## src/rtl/core/jmsw_pkg.sv

```systemverilog
package jmsw_pkg;

  localparam int unsigned FillLimitDef = 10;

  localparam logic [7:0] MarkPrefix = 8'hFF;
  localparam logic [7:0] CodeSoi    = 8'hD8;
  localparam logic [7:0] CodeSos    = 8'hDA;
  localparam logic [7:0] CodeEoi    = 8'hD9;

  typedef enum logic [2:0] {
    KIND_SEGMENT  = 3'd0,
    KIND_OK       = 3'd1,
    KIND_NOT_JPEG = 3'd2,
    KIND_FILL     = 3'd3,
    KIND_SHORT    = 3'd4,
    KIND_OVERRUN  = 3'd5,
    KIND_TRUNC    = 3'd6
  } result_kind_t;

  typedef struct packed {
    logic [7:0] data_byte;
    logic       first_byte;
    logic       last_byte;
  } in_item_t;

  typedef struct packed {
    result_kind_t result_kind;
    logic [7:0]   marker_code;
    logic [15:0]  segment_length;
    logic [31:0]  payload_offset;
  } result_t;

  typedef struct packed {
    logic    valid;
    result_t res;
  } parse_out_t;

endpackage

```

## src/rtl/core/jpeg_marker_segment_walker.sv

```systemverilog
// JPEG marker segment walker: feed the file one byte per transfer, with
// in_first_byte set on offset 0 (this restarts the parser at any time) and
// in_last_byte on the final byte. The file must open with FF D8; after that
// each marker search may take up to FILL_LIMIT+1 bytes and ends on a non-FF
// byte that follows FF. The two-byte big-endian length is checked against 2
// and against the size written through cfg_we/cfg_wdata (write it only while
// the walker is idle), each good segment is reported with its code, length
// and payload offset, and its payload is skipped. SOS or EOI ends the parse
// with an ok report; errors and truncation end it too, and bytes without
// in_first_byte are then dropped until the next restart. A byte gives zero or
// one result. The walker takes one byte every cycle while out_stall is low;
// the input register, the combinational parse logic and the result register
// lie between input transfer and result, and out_stall holds both stages without losing a byte.
module jpeg_marker_segment_walker
  import jmsw_pkg::*;
#(
  parameter int unsigned FILL_LIMIT = FillLimitDef
) (
  input  logic        clk,
  input  logic        rst_n,
  input  logic        cfg_we,
  input  logic [31:0] cfg_wdata,
  input  logic        in_valid,
  output logic        in_stall,
  input  logic [7:0]  in_data_byte,
  input  logic        in_first_byte,
  input  logic        in_last_byte,
  output logic        out_valid,
  input  logic        out_stall,
  output logic [2:0]  out_result_kind,
  output logic [7:0]  out_marker_code,
  output logic [15:0] out_segment_length,
  output logic [31:0] out_payload_offset
);

  logic       advance;
  logic       item_valid;
  in_item_t   item;
  parse_out_t po;

  // Input register: take a byte whenever the stage below advances.
  jmsw_in_stage u_in_stage (
    .clk          (clk),
    .rst_n        (rst_n),
    .in_valid     (in_valid),
    .in_stall     (in_stall),
    .in_data_byte (in_data_byte),
    .in_first_byte(in_first_byte),
    .in_last_byte (in_last_byte),
    .advance      (advance),
    .item_valid   (item_valid),
    .item         (item)
  );

  // Parse state and per-byte decision logic.
  jmsw_parser #(
    .FILL_LIMIT(FILL_LIMIT)
  ) u_parser (
    .clk       (clk),
    .rst_n     (rst_n),
    .cfg_we    (cfg_we),
    .cfg_wdata (cfg_wdata),
    .item_valid(item_valid),
    .item      (item),
    .advance   (advance),
    .po        (po)
  );

  // Result register: drop bytes with no report, hold a report under stall.
  jmsw_out_stage u_out_stage (
    .clk               (clk),
    .rst_n             (rst_n),
    .item_valid        (item_valid),
    .po                (po),
    .advance           (advance),
    .out_valid         (out_valid),
    .out_stall         (out_stall),
    .out_result_kind   (out_result_kind),
    .out_marker_code   (out_marker_code),
    .out_segment_length(out_segment_length),
    .out_payload_offset(out_payload_offset)
  );

endmodule

```

## src/rtl/core/jmsw_in_stage.sv

```systemverilog
module jmsw_in_stage
  import jmsw_pkg::*;
(
  input  logic       clk,
  input  logic       rst_n,
  input  logic       in_valid,
  output logic       in_stall,
  input  logic [7:0] in_data_byte,
  input  logic       in_first_byte,
  input  logic       in_last_byte,
  input  logic       advance,
  output logic       item_valid,
  output in_item_t   item
);

  logic     valid_r;
  in_item_t item_r;

  // Hold the byte while the parser cannot move it on.
  assign in_stall   = valid_r && !advance;
  assign item_valid = valid_r;
  assign item       = item_r;

  always_ff @(posedge clk) begin
    if (!rst_n) begin
      valid_r <= 1'b0;
    end else if (!in_stall) begin
      valid_r <= in_valid;
    end
  end

  always_ff @(posedge clk) begin
    if (in_valid && !in_stall) begin
      item_r <= '{data_byte: in_data_byte, first_byte: in_first_byte,
                  last_byte: in_last_byte};
    end
  end

endmodule

```

## src/rtl/core/jmsw_parser.sv

```systemverilog
module jmsw_parser
  import jmsw_pkg::*;
#(
  parameter int unsigned FILL_LIMIT = FillLimitDef
) (
  input  logic        clk,
  input  logic        rst_n,
  input  logic        cfg_we,
  input  logic [31:0] cfg_wdata,
  input  logic        item_valid,
  input  in_item_t    item,
  input  logic        advance,
  output parse_out_t  po
);

  localparam int unsigned FillW = $clog2(FILL_LIMIT + 1);
  localparam logic [FillW-1:0] FillMax = FillW'(FILL_LIMIT);

  typedef enum logic [2:0] {
    PH_IDLE   = 3'd0,
    PH_SOI    = 3'd1,
    PH_SEARCH = 3'd2,
    PH_LEN_HI = 3'd3,
    PH_LEN_LO = 3'd4,
    PH_SKIP   = 3'd5
  } phase_t;

  phase_t           phase_r,  phase_nxt;
  logic [31:0]      pos_r,    pos_nxt;
  logic [FillW-1:0] fill_r,   fill_nxt;
  logic [7:0]       prev_r,   prev_nxt;
  logic [7:0]       marker_r, marker_nxt;
  logic [7:0]       len_hi_r, len_hi_nxt;
  logic [15:0]      skip_r,   skip_nxt;
  logic [31:0]      file_len_r;

  logic [15:0] seg_len;
  logic [32:0] seg_end;

  assign seg_len = {len_hi_r, item.data_byte};
  // Offset just past the segment's last byte, compared without wrap against the file size.
  assign seg_end = {1'b0, pos_r} + 33'(seg_len) - 33'd1;

  always_comb begin
    phase_nxt  = phase_r;
    pos_nxt    = pos_r;
    fill_nxt   = fill_r;
    prev_nxt   = prev_r;
    marker_nxt = marker_r;
    len_hi_nxt = len_hi_r;
    skip_nxt   = skip_r;
    po         = '0;

    if (item.first_byte) begin
      pos_nxt   = 32'd1;
      phase_nxt = PH_SOI;
      if (item.data_byte != MarkPrefix) begin
        po.valid           = 1'b1;
        po.res.result_kind = KIND_NOT_JPEG;
        phase_nxt          = PH_IDLE;
      end
    end else if (phase_r != PH_IDLE) begin
      pos_nxt = pos_r + 32'd1;
      case (phase_r)
        PH_SOI: begin
          if (item.data_byte == CodeSoi) begin
            phase_nxt = PH_SEARCH;
            fill_nxt  = '0;
            prev_nxt  = '0;
          end else begin
            po.valid           = 1'b1;
            po.res.result_kind = KIND_NOT_JPEG;
            phase_nxt          = PH_IDLE;
          end
        end
        PH_SEARCH: begin
          if (item.data_byte != MarkPrefix && prev_r == MarkPrefix) begin
            marker_nxt = item.data_byte;
            phase_nxt  = PH_LEN_HI;
          end else if (fill_r >= FillMax) begin
            po.valid           = 1'b1;
            po.res.result_kind = KIND_FILL;
            phase_nxt          = PH_IDLE;
          end else begin
            prev_nxt = item.data_byte;
            fill_nxt = fill_r + FillW'(1);
          end
        end
        PH_LEN_HI: begin
          len_hi_nxt = item.data_byte;
          phase_nxt  = PH_LEN_LO;
        end
        PH_LEN_LO: begin
          po.valid              = 1'b1;
          po.res.marker_code    = marker_r;
          po.res.segment_length = seg_len;
          po.res.payload_offset = pos_r + 32'd1;
          phase_nxt             = PH_IDLE;
          if (seg_len < 16'd2) begin
            po.res.result_kind = KIND_SHORT;
          end else if (seg_end > {1'b0, file_len_r}) begin
            po.res.result_kind = KIND_OVERRUN;
          end else if (marker_r == CodeSos || marker_r == CodeEoi) begin
            po.res.result_kind = KIND_OK;
          end else begin
            po.res.result_kind = KIND_SEGMENT;
            if (seg_len == 16'd2) begin
              phase_nxt = PH_SEARCH;
              fill_nxt  = '0;
              prev_nxt  = '0;
            end else begin
              skip_nxt  = seg_len - 16'd2;
              phase_nxt = PH_SKIP;
            end
          end
        end
        PH_SKIP: begin
          skip_nxt = skip_r - 16'd1;
          if (skip_nxt == 16'd0) begin
            phase_nxt = PH_SEARCH;
            fill_nxt  = '0;
            prev_nxt  = '0;
          end
        end
        default: begin
          phase_nxt = PH_IDLE;
        end
      endcase
    end

    // An unfinished parse on the last byte overrides any report.
    if (item.last_byte && phase_nxt != PH_IDLE) begin
      po.valid = 1'b1;
      po.res   = '{result_kind: KIND_TRUNC, default: '0};
      phase_nxt = PH_IDLE;
    end
  end

  always_ff @(posedge clk) begin
    if (!rst_n) begin
      phase_r    <= PH_IDLE;
      pos_r      <= '0;
      fill_r     <= '0;
      prev_r     <= '0;
      marker_r   <= '0;
      len_hi_r   <= '0;
      skip_r     <= '0;
      file_len_r <= '0;
    end else begin
      if (cfg_we) begin
        file_len_r <= cfg_wdata;
      end
      if (item_valid && advance) begin
        phase_r  <= phase_nxt;
        pos_r    <= pos_nxt;
        fill_r   <= fill_nxt;
        prev_r   <= prev_nxt;
        marker_r <= marker_nxt;
        len_hi_r <= len_hi_nxt;
        skip_r   <= skip_nxt;
      end
    end
  end

endmodule

```

## src/rtl/core/jmsw_out_stage.sv

```systemverilog
module jmsw_out_stage
  import jmsw_pkg::*;
(
  input  logic        clk,
  input  logic        rst_n,
  input  logic        item_valid,
  input  parse_out_t  po,
  output logic        advance,
  output logic        out_valid,
  input  logic        out_stall,
  output logic [2:0]  out_result_kind,
  output logic [7:0]  out_marker_code,
  output logic [15:0] out_segment_length,
  output logic [31:0] out_payload_offset
);

  logic    valid_r;
  result_t res_r;

  // Move on whenever the result register is empty or being drained.
  assign advance            = !valid_r || !out_stall;
  assign out_valid          = valid_r;
  assign out_result_kind    = res_r.result_kind;
  assign out_marker_code    = res_r.marker_code;
  assign out_segment_length = res_r.segment_length;
  assign out_payload_offset = res_r.payload_offset;

  always_ff @(posedge clk) begin
    if (!rst_n) begin
      valid_r <= 1'b0;
    end else if (advance) begin
      valid_r <= item_valid && po.valid;
    end
  end

  always_ff @(posedge clk) begin
    if (advance && item_valid && po.valid) begin
      res_r <= po.res;
    end
  end

endmodule

```

## config.mk

```make
export PLATFORM = sky130hd
export DESIGN_NAME = jpeg_marker_segment_walker
export DESIGN_NICKNAME = d
export VERILOG_FILES = /design/src/rtl/core/jmsw_pkg.sv /design/src/rtl/core/jpeg_marker_segment_walker.sv /design/src/rtl/core/jmsw_in_stage.sv /design/src/rtl/core/jmsw_parser.sv /design/src/rtl/core/jmsw_out_stage.sv
export SDC_FILE = /design/constraint.sdc
export NUM_CORES = 1
export LEC_CHECK = 0
export BUFFER_PORTS_ARGS = -buffer_cell sky130_fd_sc_hd__buf_2
export CORE_UTILIZATION = 55
export CTS_CLUSTER_SIZE = 28
export DETAILED_ROUTE_END_ITERATION = 12
export GPL_TIMING_DRIVEN = 0
export PLACE_DENSITY_LB_ADDON = 0.05
export SYNTH_ARGS = -nofsm -noshare
export SYNTH_HDL_FRONTEND = slang
export SYNTH_SLANG_ARGS = --single-unit
```

## constraint.sdc

```tcl
create_clock -name clk -period 16.8 [get_ports clk]
set_clock_uncertainty 0.15 [all_clocks]
set_input_delay 3.36 -clock clk [delete_from_list [all_inputs] [get_ports clk]]
set_output_delay 3.36 -clock clk [all_outputs]
set_load 0.01 [all_outputs]
```

==> out/summary.txt <==
result of the run = completed
prevailing post-synth register cell = dfxtp_1
class of the worst hold path = reg -> reg
number of clock buffers inserted by TritonCTS = 17
sequential group share of total power = 0.472
data required time at the worst endpoint = 16.79 ns
R2R depth = 27
clock network latency to the later pin of the worst-skew pair = 0.44 ns
unrepaired setup endpoints after global routing = no
fraction of layout instances using a drive strength above 1 = 0.113
buffer and inverter count on the worst path = 5
Crit. End Element = flip-flop
mean cell area of the mapped netlist = 8.68 µm²
total overflow reported by the global router = 0
final-layout fill cell count = 1802
net load switching power = 259 µW
Worst setup SP type = flip-flop
part of the power in combinational logic = 0.109
RePlAce Congestion = 0.934
maximum number of buffers from clock root to sink = 2
Worst Min Path Start = u_parser.prev_r[1]$_SDFFE_PN0P_
floorplan die width = 147 µm
average wire length per cell after detail routing = 17.7 µm
number of flip-flops and latches in the synthesized netlist = 182
flop2flop setup slack = 8.96 ns
hold-fix buffers at CTS = 0
Layout area overhead = 13.2%
number of warnings printed during yosys synthesis = 0
power per cell area = 75.7 nW/µm²
number of buffers inserted by port buffering = 106
Reg2Reg Launch Point = u_in_stage.item[3]$_DFFE_PP_
die extent in y = 147 µm
TritonCTS clock tree = done
fin cells = 1742
cell family contributing the most delay on the critical path = compound AO/OA/AOI/OAI gates
htree depth = 4
number of design-rule violations left by the first detailed-router iteration = 760
number of antenna violations at the first check in global routing = 0
Synthesized Nets = 1479
die area = 21600 µm²
cell count after placement = 1710
number of placement rows = 52
final critical-path required period = 7.84 ns
total power after layout = 991 µW
final setup violation count = 0
number of enable flip-flop cells after synthesis = 69
standard cell core area = 20400 µm²
Peak Freq = 128 MHz
router iterations before antenna repair = 5
switching part of the total = 0.261
average via count per standard cell = 5.75
proportion of power drawn by the clock network = 0.419
final hold violation count = 0
endpoint of the lowest-slack register-to-register path = u_out_stage.out_payload_offset[18]$_SDFFCE_PP0P_
synthesized instance count = 1332
stage delay of the slowest cell on the critical path = 0.63 ns
number of ports placed on the die boundary = 108
hold-critical path depth = 2
max-capacitance violation count = 0
share of the clock period used by the worst path after layout = 0.467
cell area after placement = 12500 µm²
Post-Route Utilization = 0.641
first-pass GRT wire length = 49000 µm
final wirelength = 30800 µm
total via count after detailed routing = 10.0k
sink count of the clock tree = 182
kind of critical path = reg -> reg
leakage power = 0.00555 µW
total count of max-transition violations in the final report = 0
data arrival time at the worst-slack endpoint = 7.83 ns
via count of the first global-routing pass = 9202
maximum fanout count along the critical path = 32
worst-case vdd ir drop = 0.0000605 V
Worst Hold Path EP = u_parser.prev_r[1]$_SDFFE_PN0P_
Async S/R FF share, synth = 0
global-route usage over all layers = 0.290
number of nets in the layout = 1606
sequential fraction of the synthesis area = 0.375
Worst path slowest cell = a21oi_4
Relative slew margins = 0.261
buffer type at the clock tree root = clkbuf_16
synth unique cells = 74
fin area = 13100 µm²
HPWL after DPL = 23400 µm
post-route setup TNS = 0 ns
Reg clk slew, reported paths = 0.07 ns
antenna-violating nets left = 0
measured slew at the worst slew-check pin = 1.10 ns
internal power summed over all cells = 732 µW
largest net degree at the start of global routing = 33
post_cts resized = 0
netlist area before placement = 11600 µm²
initial core utilization = 0.566
number of antenna cells inserted = 0
post-CTS setup buffer count = 0
number of DRC violations after detailed routing = 0
[sequential cells by signal, summed over array words and instances, names as in the netlist, 10 cells and up]
signal / flops
u_parser.pos_r: 32
u_out_stage.out_segment_length: 16
u_in_stage.item: 10
u_parser.file_len_r: 32
u_out_stage.out_payload_offset: 32
u_parser.skip_r: 16
[metrics by stage]
step,setup slack (ns),hold WS [ns]
after global placement,5.75,0.295
after global routing,8.59,0.342
after CTS,9.03,0.316
after floorplan,8.45,0.285
after detailed placement,9.09,0.304
final,8.96,0.318
[placed cells by master (no fill, tap or decap), types with 5 or more instances in the layout]
cell	Yosys	routed
nand3_1	46	46
a21boi_1	15	15
o211ai_1	15	15
o21a_1	16	16
nor2b_1	35	35
ha_1	99	99
clkbuf_1	46	47
a21o_1	24	24
a31oi_1	6	6
edfxtp_1	69	69
or3_1	5	5
xor2_1	15	15
o21bai_1	11	11
o21ai_0	55	55
nand2b_1	6	6
a21oi_1	67	66
and3_1	22	22
clkbuf_16	0	18
a211o_1	5	5
nand2_1	91	91
buf_2	8	114
nor2_1	105	105
nor4_1	9	9
xnor2_1	62	62
inv_1	126	126
o21ai_1	13	13
mux2i_1	47	47
nand4_1	21	21
a21boi_0	6	6
dfxtp_1	113	113
nor3_1	75	75
and4_1	5	5
inv_6	0	5
and2_1	18	18
[kinds of logic after synthesis]
family          synth area share
simple gates               0.202
compound gates             0.151
buf+inv                   0.0641
flops                      0.375
fa+ha+maj                  0.109
xor+xnor                  0.0583
mux                       0.0407
[cell type report]
class | instances | area [µm²] | area share
multi-input combinational | 958 | 6500 | 0.496
sequential | 182 | 4330 | 0.331
timing repair buffer | 108 | 578 | 0.0441
inverter | 132 | 495 | 0.0378
clock buffer | 20 | 468 | 0.0357
tap | 270 | 338 | 0.0258
buffer | 60 | 246 | 0.0188
clock inverter | 12 | 135 | 0.0103
[power groups by stage]
stage | combinational (µW) | clock, µW | sequential (µW)
CTS | 108 | 420 | 468
global route | 120 | 435 | 469
finish | 108 | 415 | 468
floorplan | 73.7 | 0 | 478
global placement | 104 | 0 | 479
detailed placement | 107 | 0 | 478
[per-layer routing]
metal | vias to the layer above | wire length [µm] | GRT usage
li1 | 4924 | - | -
met1 | 4687 | 13900 | 0.392
met2 | 360 | 14400 | 0.481
met3 | 42 | 1840 | 0.0388
met4 | 0 | 571 | 0.0948
met5 | - | 0 | 0
[worst max path at each step]
| stage | start | end | cells after the start |
|---|---|---|---|
| 2_1_floorplan | u_in_stage.item[3]$_DFFE_PP_ | u_out_stage.out_marker_code[0]$_SDFFCE_PP0P_ | 25 |
| 3_3_place_gp | u_in_stage.item[3]$_DFFE_PP_ | u_out_stage.out_payload_offset[18]$_SDFFCE_PP0P_ | 25 |
| 3_5_place_dp | u_in_stage.item[3]$_DFFE_PP_ | u_out_stage.out_payload_offset[19]$_SDFFCE_PP0P_ | 27 |
| 4_1_cts | u_in_stage.item[3]$_DFFE_PP_ | u_out_stage.out_payload_offset[20]$_SDFFCE_PP0P_ | 27 |
| 5_1_grt | u_in_stage.item[3]$_DFFE_PP_ | u_out_stage.out_payload_offset[12]$_SDFFCE_PP0P_ | 27 |
| 6_report | u_in_stage.item[3]$_DFFE_PP_ | u_out_stage.out_payload_offset[18]$_SDFFCE_PP0P_ | 27 |
[worst reg2reg max path, stage by stage (launching register included)]
cell       delay, ns
edfxtp_1        0.45
inv_1           0.34
ha_1            0.30
inv_1           0.06
ha_1            0.18
inv_1           0.06
fa_1            0.40
nor2b_1         0.17
o2111ai_1       0.14
a21oi_1         0.26
o21bai_1        0.13
a211o_1         0.33
a311oi_1        0.55
a211oi_1        0.21
o21ai_1         0.19
xor2_1          0.32
ha_1            0.18
and4_1          0.21
nor3b_1         0.41
nand2_1         0.10
nor4_1          0.26
a211oi_1        0.21
nor4b_2         0.46
and3_1          0.22
o21ai_1         0.15
a21oi_4         0.63
buf_16          0.24
buf_12          0.21
[cells in the mapped netlist (46+ instances only)]
cell type | instances | area [µm²]
nand3_1 | 46 | 230
nor2_1 | 105 | 394
xnor2_1 | 62 | 543
clkbuf_1 | 46 | 173
nand2_1 | 91 | 342
o21ai_0 | 55 | 275
mux2i_1 | 47 | 470
a21oi_1 | 67 | 335
ha_1 | 99 | 1240
edfxtp_1 | 69 | 2070
dfxtp_1 | 113 | 2260
inv_1 | 126 | 473
nor3_1 | 75 | 375
(Power assumes the default switching activity.)
